===== src/design/slsfr_pkg.sv =====
`timescale 1ns / 1ps
`default_nettype none

package slsfr_pkg;

  // Receiver phase
  typedef enum logic [1:0] {
    PH_HUNT = 2'd0,
    PH_LEN  = 2'd1,
    PH_DATA = 2'd2,
    PH_SUM  = 2'd3
  } phase_t;

  // Result kinds
  typedef enum logic [2:0] {
    KIND_PAYLOAD = 3'd0,
    KIND_GOOD    = 3'd1,
    KIND_BADSUM  = 3'd2,
    KIND_LENERR  = 3'd3,
    KIND_TIMEOUT = 3'd4
  } kind_t;

  // Input word kind (tuser)
  localparam logic OP_BYTE = 1'b0;
  localparam logic OP_TICK = 1'b1;

  // Configuration register indexes
  localparam logic [1:0] CFG_HEAD_BYTE     = 2'd0;
  localparam logic [1:0] CFG_MAX_PAYLOAD   = 2'd1;
  localparam logic [1:0] CFG_TIMEOUT_TICKS = 2'd2;

  // Reset values of the configuration registers
  localparam logic [7:0] HEAD_BYTE_RST     = 8'hFE;
  localparam logic [7:0] MAX_PAYLOAD_RST   = 8'd99;
  localparam logic [7:0] TIMEOUT_TICKS_RST = 8'd10;

  typedef struct packed {
    logic [7:0] head_byte;
    logic [7:0] max_payload;
    logic [7:0] timeout_ticks;
  } cfg_t;

  typedef struct packed {
    logic       valid;
    kind_t      kind;
    logic [7:0] payload_byte;
    logic [7:0] byte_index;
  } res_t;

endpackage

`default_nettype wire


===== src/design/slsfr_core.sv =====
`timescale 1ns / 1ps
`default_nettype none

module slsfr_core import slsfr_pkg::*; (
  input  wire logic       clk,
  input  wire logic       rst,
  input  wire logic       step,        // process one word this cycle
  input  wire logic       op,
  input  wire logic [7:0] data_byte,
  input  wire cfg_t       cfg,
  output res_t            res
);

  phase_t     phase, phase_next;
  logic [7:0] frame_length, frame_length_next;
  logic [7:0] bytes_seen, bytes_seen_next;
  logic [7:0] running_sum, running_sum_next;
  logic [7:0] tick_count, tick_count_next;
  logic [7:0] tick_inc;
  logic [7:0] seen_inc;

  // Frame state registers
  always_ff @(posedge clk) begin
    if (rst) begin
      phase        <= PH_HUNT;
      frame_length <= '0;
      bytes_seen   <= '0;
      running_sum  <= '0;
      tick_count   <= '0;
    end else if (step) begin
      phase        <= phase_next;
      frame_length <= frame_length_next;
      bytes_seen   <= bytes_seen_next;
      running_sum  <= running_sum_next;
      tick_count   <= tick_count_next;
    end
  end

  assign tick_inc = (tick_count == 8'hFF) ? tick_count : tick_count + 8'd1;
  assign seen_inc = bytes_seen + 8'd1;

  // Next state and result
  always_comb begin
    phase_next        = phase;
    frame_length_next = frame_length;
    bytes_seen_next   = bytes_seen;
    running_sum_next  = running_sum;
    tick_count_next   = tick_count;
    res.valid         = 1'b0;
    res.kind          = KIND_PAYLOAD;
    res.payload_byte  = '0;
    res.byte_index    = '0;

    if (op == OP_TICK) begin
      // ticks only count while a frame is open
      if (phase != PH_HUNT) begin
        tick_count_next = tick_inc;
        if (tick_inc >= cfg.timeout_ticks) begin
          tick_count_next   = '0;
          phase_next        = PH_HUNT;
          frame_length_next = '0;
          bytes_seen_next   = '0;
          running_sum_next  = '0;
          res.valid         = 1'b1;
          res.kind          = KIND_TIMEOUT;
          res.byte_index    = frame_length;
        end
      end
    end else begin
      case (phase)
        PH_HUNT: begin
          if (data_byte == cfg.head_byte) begin
            phase_next      = PH_LEN;
            tick_count_next = '0;
          end
        end
        PH_LEN: begin
          if (data_byte == 8'd0) begin
            phase_next = PH_HUNT;
          end else if (data_byte > cfg.max_payload) begin
            phase_next     = PH_HUNT;
            res.valid      = 1'b1;
            res.kind       = KIND_LENERR;
            res.byte_index = data_byte;
          end else begin
            frame_length_next = data_byte;
            bytes_seen_next   = '0;
            running_sum_next  = '0;
            phase_next        = PH_DATA;
          end
        end
        PH_DATA: begin
          running_sum_next = running_sum + data_byte;
          bytes_seen_next  = seen_inc;
          if (seen_inc >= frame_length) begin
            phase_next = PH_SUM;
          end
          res.valid        = 1'b1;
          res.kind         = KIND_PAYLOAD;
          res.payload_byte = data_byte;
          res.byte_index   = bytes_seen;
        end
        default: begin
          // checksum byte closes the frame
          phase_next        = PH_HUNT;
          frame_length_next = '0;
          bytes_seen_next   = '0;
          running_sum_next  = '0;
          res.valid         = 1'b1;
          res.kind          = (data_byte == running_sum) ? KIND_GOOD : KIND_BADSUM;
          res.byte_index    = frame_length;
        end
      endcase
    end
  end

`ifndef NO_ASSERTIONS
  // hunting always starts from a clean frame
  a_hunt_clean: assert property (@(posedge clk) disable iff (rst)
    (phase == PH_HUNT) |-> (frame_length == 8'd0 && bytes_seen == 8'd0 &&
                            running_sum == 8'd0))
    else $error("frame state not cleared while hunting");

  // inside a payload the count never passes the length
  a_count_bound: assert property (@(posedge clk) disable iff (rst)
    (phase == PH_DATA || phase == PH_SUM) |->
      (frame_length != 8'd0 && bytes_seen <= frame_length))
    else $error("bytes_seen out of range");

  // checksum phase is entered only with the full payload seen
  a_sum_full: assert property (@(posedge clk) disable iff (rst)
    (phase == PH_SUM) |-> (bytes_seen == frame_length))
    else $error("checksum phase with payload incomplete");

  // a processed payload byte leaves the frame in data or checksum phase
  a_payload_step: assert property (@(posedge clk) disable iff (rst)
    (step && res.valid && res.kind == KIND_PAYLOAD) |=>
      (phase == PH_DATA || phase == PH_SUM))
    else $error("payload result outside a frame");
`endif

endmodule

`default_nettype wire


===== src/design/sync_length_sum_frame_receiver.sv =====
`timescale 1ns / 1ps
`default_nettype none

// Sync-byte, length-prefixed frame receiver with an 8-bit additive checksum.
// Input stream s_axis: one word per received byte (tuser 0, byte in tdata)
// or per time tick (tuser 1, tdata ignored).
// Output stream m_axis: payload bytes with their index, then one status word
// per frame (good, bad checksum, length error or timeout); payload is zero on
// status words and tdata[15:8] carries the frame length.
// Configuration: cfg_valid/cfg_ready with cfg_index 0 head byte, 1 max
// payload, 2 timeout ticks; index 3 is ignored. cfg_ready is always high;
// write only while the block is idle.
// Path: a word accepted into the input register is processed by the core, and
// its result is registered in the output register and presented on m_axis.
// Throughput: one word per cycle while m_axis is not stalled; a single
// compare/add stage sits between the input register and the output register.
// Stall: when m_axis is held with a result pending, the input register fills
// and s_axis_tready drops until the output word is taken.
// Reset (rst, synchronous): hunting for the head byte, counters cleared,
// configuration back to 0xFE / 99 / 10, both stream registers empty.

module sync_length_sum_frame_receiver import slsfr_pkg::*; (
  input  wire logic        clk,
  input  wire logic        rst,
  input  wire logic        s_axis_tvalid,
  output logic             s_axis_tready,
  input  wire logic [7:0]  s_axis_tdata,   // [7:0] data_byte
  input  wire logic        s_axis_tuser,   // [0] operation
  output logic             m_axis_tvalid,
  input  wire logic        m_axis_tready,
  output logic [15:0]      m_axis_tdata,   // [7:0] payload_byte, [15:8] byte_index
  output logic [2:0]       m_axis_tuser,   // [2:0] result_kind
  input  wire logic        cfg_valid,
  output logic             cfg_ready,
  input  wire logic [1:0]  cfg_index,
  input  wire logic [7:0]  cfg_data
);

  cfg_t       cfg;
  logic       in_valid;
  logic       in_op;
  logic [7:0] in_byte;
  logic       advance;
  res_t       res;

  assign cfg_ready = 1'b1;

  // Configuration registers
  always_ff @(posedge clk) begin
    if (rst) begin
      cfg.head_byte     <= HEAD_BYTE_RST;
      cfg.max_payload   <= MAX_PAYLOAD_RST;
      cfg.timeout_ticks <= TIMEOUT_TICKS_RST;
    end else if (cfg_valid && cfg_ready) begin
      case (cfg_index)
        CFG_HEAD_BYTE:     cfg.head_byte     <= cfg_data;
        CFG_MAX_PAYLOAD:   cfg.max_payload   <= cfg_data;
        CFG_TIMEOUT_TICKS: cfg.timeout_ticks <= cfg_data;
        default: ;
      endcase
    end
  end

  // The input stage moves on when the output register is free or being drained
  assign advance       = !m_axis_tvalid || m_axis_tready;
  assign s_axis_tready = !in_valid || advance;

  // Input register
  always_ff @(posedge clk) begin
    if (rst) begin
      in_valid <= 1'b0;
    end else if (s_axis_tready) begin
      in_valid <= s_axis_tvalid;
    end
  end

  always_ff @(posedge clk) begin
    if (s_axis_tvalid && s_axis_tready) begin
      in_op   <= s_axis_tuser;
      in_byte <= s_axis_tdata;
    end
  end

  slsfr_core u_core (
    .clk       (clk),
    .rst       (rst),
    .step      (in_valid && advance),
    .op        (in_op),
    .data_byte (in_byte),
    .cfg       (cfg),
    .res       (res)
  );

  // Output register
  always_ff @(posedge clk) begin
    if (rst) begin
      m_axis_tvalid <= 1'b0;
    end else if (advance) begin
      m_axis_tvalid <= in_valid && res.valid;
    end
  end

  always_ff @(posedge clk) begin
    if (advance && in_valid && res.valid) begin
      m_axis_tdata <= {res.byte_index, res.payload_byte};
      m_axis_tuser <= res.kind;
    end
  end

endmodule

`default_nettype wire


===== config.mk =====
export PLATFORM = sky130hd
export DESIGN_NAME = sync_length_sum_frame_receiver
export DESIGN_NICKNAME = d
export VERILOG_FILES = /design/src/design/slsfr_pkg.sv /design/src/design/slsfr_core.sv /design/src/design/sync_length_sum_frame_receiver.sv
export SDC_FILE = /design/constraint.sdc
export NUM_CORES = 1
export LEC_CHECK = 0
export BUFFER_PORTS_ARGS = -buffer_cell sky130_fd_sc_hd__buf_2
export CELL_PAD_IN_SITES_DETAIL_PLACEMENT = 0
export CELL_PAD_IN_SITES_GLOBAL_PLACEMENT = 1
export CORE_AREA = 2 2 103 105
export DETAILED_ROUTE_END_ITERATION = 8
export DIE_AREA = 0 0 105 107
export PLACE_DENSITY_LB_ADDON = 0.1
export SETUP_SLACK_MARGIN = 0.02
export SYNTH_ARGS = -nofsm -noshare
export SYNTH_HDL_FRONTEND = slang
export SYNTH_SLANG_ARGS = --single-unit

===== constraint.sdc =====
create_clock -name clk -period 10.2 [get_ports clk]
set_clock_uncertainty 0.05 [all_clocks]
set_input_delay 1.53 -clock clk [delete_from_list [all_inputs] [get_ports clk]]
set_output_delay 1.53 -clock clk [all_outputs]
set_load 0.005 [all_outputs]

==> flow_summary.ini <==
[yosys]
yosys_warnings = 0
synth_edf_count = 28
syn_avg_cell_area_um2 = 9.29
ys_types = 60
ys_async_sr_fraction_pct = 0
yosysTopAreaCellShare_pct = 24.5
synthesis.area_um2 = 4910
yosysTopAreaCell = dfxtp_1
synth_fp_nets = 586
synth-seq-cells = 88
synth_cells = 528
ys_seq_area_share_pct = 41.6
synthFlopType = dfxtp_1
synth_area_leaders = dfxtp_1, edfxtp_1, ha_1, mux2i_1, a21oi_1

[critical_path]
endpoint_kind = flip-flop
crit_start = u_core.tick_count[0]$_SDFFE_PP0P_
arrival_ns = 4.12
cp_max_fo = 19
r2r-start = u_core.tick_count[0]$_SDFFE_PP0P_
cp-start-kind = flip-flop
critPathRequiredTime_ns = 10.17
critPathKind = reg2reg

[timing]
hold_viol = 0
tightest_slew_ns = 1.03
finalSetupViolCount = 0
rsz0062_at_grt = no
maxSlewViolCount = 0
worst_slack_ns = 6.05
fin_tns_setup_ns = 0
max_freq_ghz = 0.241
layout_min_cycle_time_ns = 4.15
slew_headroom_pct = 30.5
finalCritPeriodShare_pct = 40.7

[clock_tree]
insertion_delay_ns = 0.39
clk_pin_slew_ns = 0.10
clock_path_buffers = 2
cts_max_level = 3
root_buffer = clkbuf_8
cts_sinks = 88
post_cts_buffers = 0
cts-resized-gates = 0
numCtsBuffers = 9
postCtsHoldBufs = 0
tritoncts = done

[placed_design]
dp.cells = 685
hpwl_um = 8610
pre_cts_ws_ns = 6.15
post_dp_cell_area_um2 = 5220
gp_congestion = 0.848
port_buffers = 44

[power]
leakagePower_uw = 0.00225
ir_worst_vdd_v = 0.0000905
power_density_nw_per_um2 = 129

[route]
drc = 0
wl_um = 12200
avgViaCountPerCell = 5.63
detail-route-antenna-nets = 0
avgRoutedWirePerCell_um = 17.5
drt_iter0_markers = 218
vias = 3945
drtPass1Iterations = 5

[grt]
grt_pass1_vias = 3888
antenna_found_initial = 0
grt_max_degree = 63
grt_pass1_wl_um = 20000
grt_util_all_layers_pct = 22.9
overflow = 0

[floorplan]
die_y_um = 107
die_w_um = 105
core_area_um2 = 10100
io_pins = 46
initial_core_util_pct = 48.6
die_area_um2 = 11200
rows = 37

[layout]
final_common_cell = dfxtp_1
drive_above_1_share_pct = 13.6
area_growth_pct = 11.2
finish.net_count = 618
fin_util_pct = 54.1
final_cell_mix = dfxtp_1, buf_2, a21oi_1
antenna_cells = 0
final_area_um2 = 5460
fillCellCount = 972
multi_input_area_um2 = 2630
seqCellArea_um2 = 2040
final_cells = 701

[run]
drv_cap = 0

[min_path]
min_from = u_core.running_sum[5]$_SDFFE_PP0P_
hp-class = reg2reg

[run_status]
outcome = finished clean
cell families after synthesis:
group | after synthesis | synth area share [%]
other | 1 | 0.0764
XOR/XNOR | 23 | 4.11
adder cells (fa/ha/maj) | 34 | 8.82
buffers and inverters | 60 | 4.87
multiplexers | 29 | 5.97
AND/OR/NAND/NOR | 167 | 17.7
flip-flops | 88 | 41.6
AO/OA/AOI/OAI | 126 | 16.8
state kept, by name (all words and copies together), names as in the netlist, 2 cells and up:
name and cells:
cfg 24, m_axis_tdata 16, in_byte 8, u_core.bytes_seen 8, u_core.frame_length 8, u_core.running_sum 8
u_core.tick_count 8, m_axis_tuser 3, u_core.phase 2
report_power, final:
part | internal [uW] | leakage (uW) | switching, uW | total, uW
clock network | 151 | 0.000124 | 135 | 286
logic | 17.7 | 0.00139 | 25.7 | 43.4
registers | 366 | 0.000737 | 10.0 | 376
final timing paths:
| kind | cells after the start | slack, ns | to |
|---|---|---|---|
| max | 12 | 6.05 | m_axis_tdata[3]$_SDFFCE_PN0P_ |
| min | 2 | 0.44 | u_core.running_sum[5]$_SDFFE_PP0P_ |
| max reg2reg | 12 | 6.05 | m_axis_tdata[3]$_SDFFCE_PN0P_ |
| min reg2reg | 2 | 0.44 | u_core.running_sum[5]$_SDFFE_PP0P_ |
worst max-delay path: stages, from the launching register on:
cell and delay, ns:
dfxtp_1 0.43, ha_1 0.27, nand2_1 0.11, a311oi_1 0.29
xor2_1 0.26, ha_1 0.29, a21o_1 0.19, a221o_1 0.33
a21oi_1 0.59, a21oi_1 0.15, buf_4 0.23, o21ai_0 0.17
inv_1 0.41
cell type report:
type / count / area share, %
clock inverter: 4 / 0.986
clock buffer: 12 / 3.44
multi-input combinational: 380 / 48.2
sequential: 88 / 37.4
timing repair buffer: 48 / 4.59
inverter: 33 / 2.27
tap: 136 / 3.12
metrics by stage:
stage | hold WS, ns | power [uW]
3_3_place_gp | 0.413 | 426
2_1_floorplan | 0.392 | 409
5_1_grt | 0.454 | 726
3_5_place_dp | 0.417 | 427
6_report | 0.439 | 705
4_1_cts | 0.437 | 710
cell usage after synthesis, drive strengths merged, types with 23 or more instances:
cell / number
mux2i: 27
o21ai: 32
clkbuf: 23
ha: 33
nand2: 35
nor2: 34
inv: 33
dfxtp: 60
edfxtp: 28
a21oi: 38
metal layers:
| metal | up-vias | share of wire, % | GRT usage [%] |
|---|---|---|---|
| li1 | 1970 | - | - |
| met1 | 1858 | 49 | 31.0 |
| met2 | 95 | 45 | 35.8 |
| met3 | 22 | 3.7 | 3.83 |
| met4 | 0 | 2.5 | 10.8 |
| met5 | - | 0 | 0 |
(Power assumes the default switching activity.)
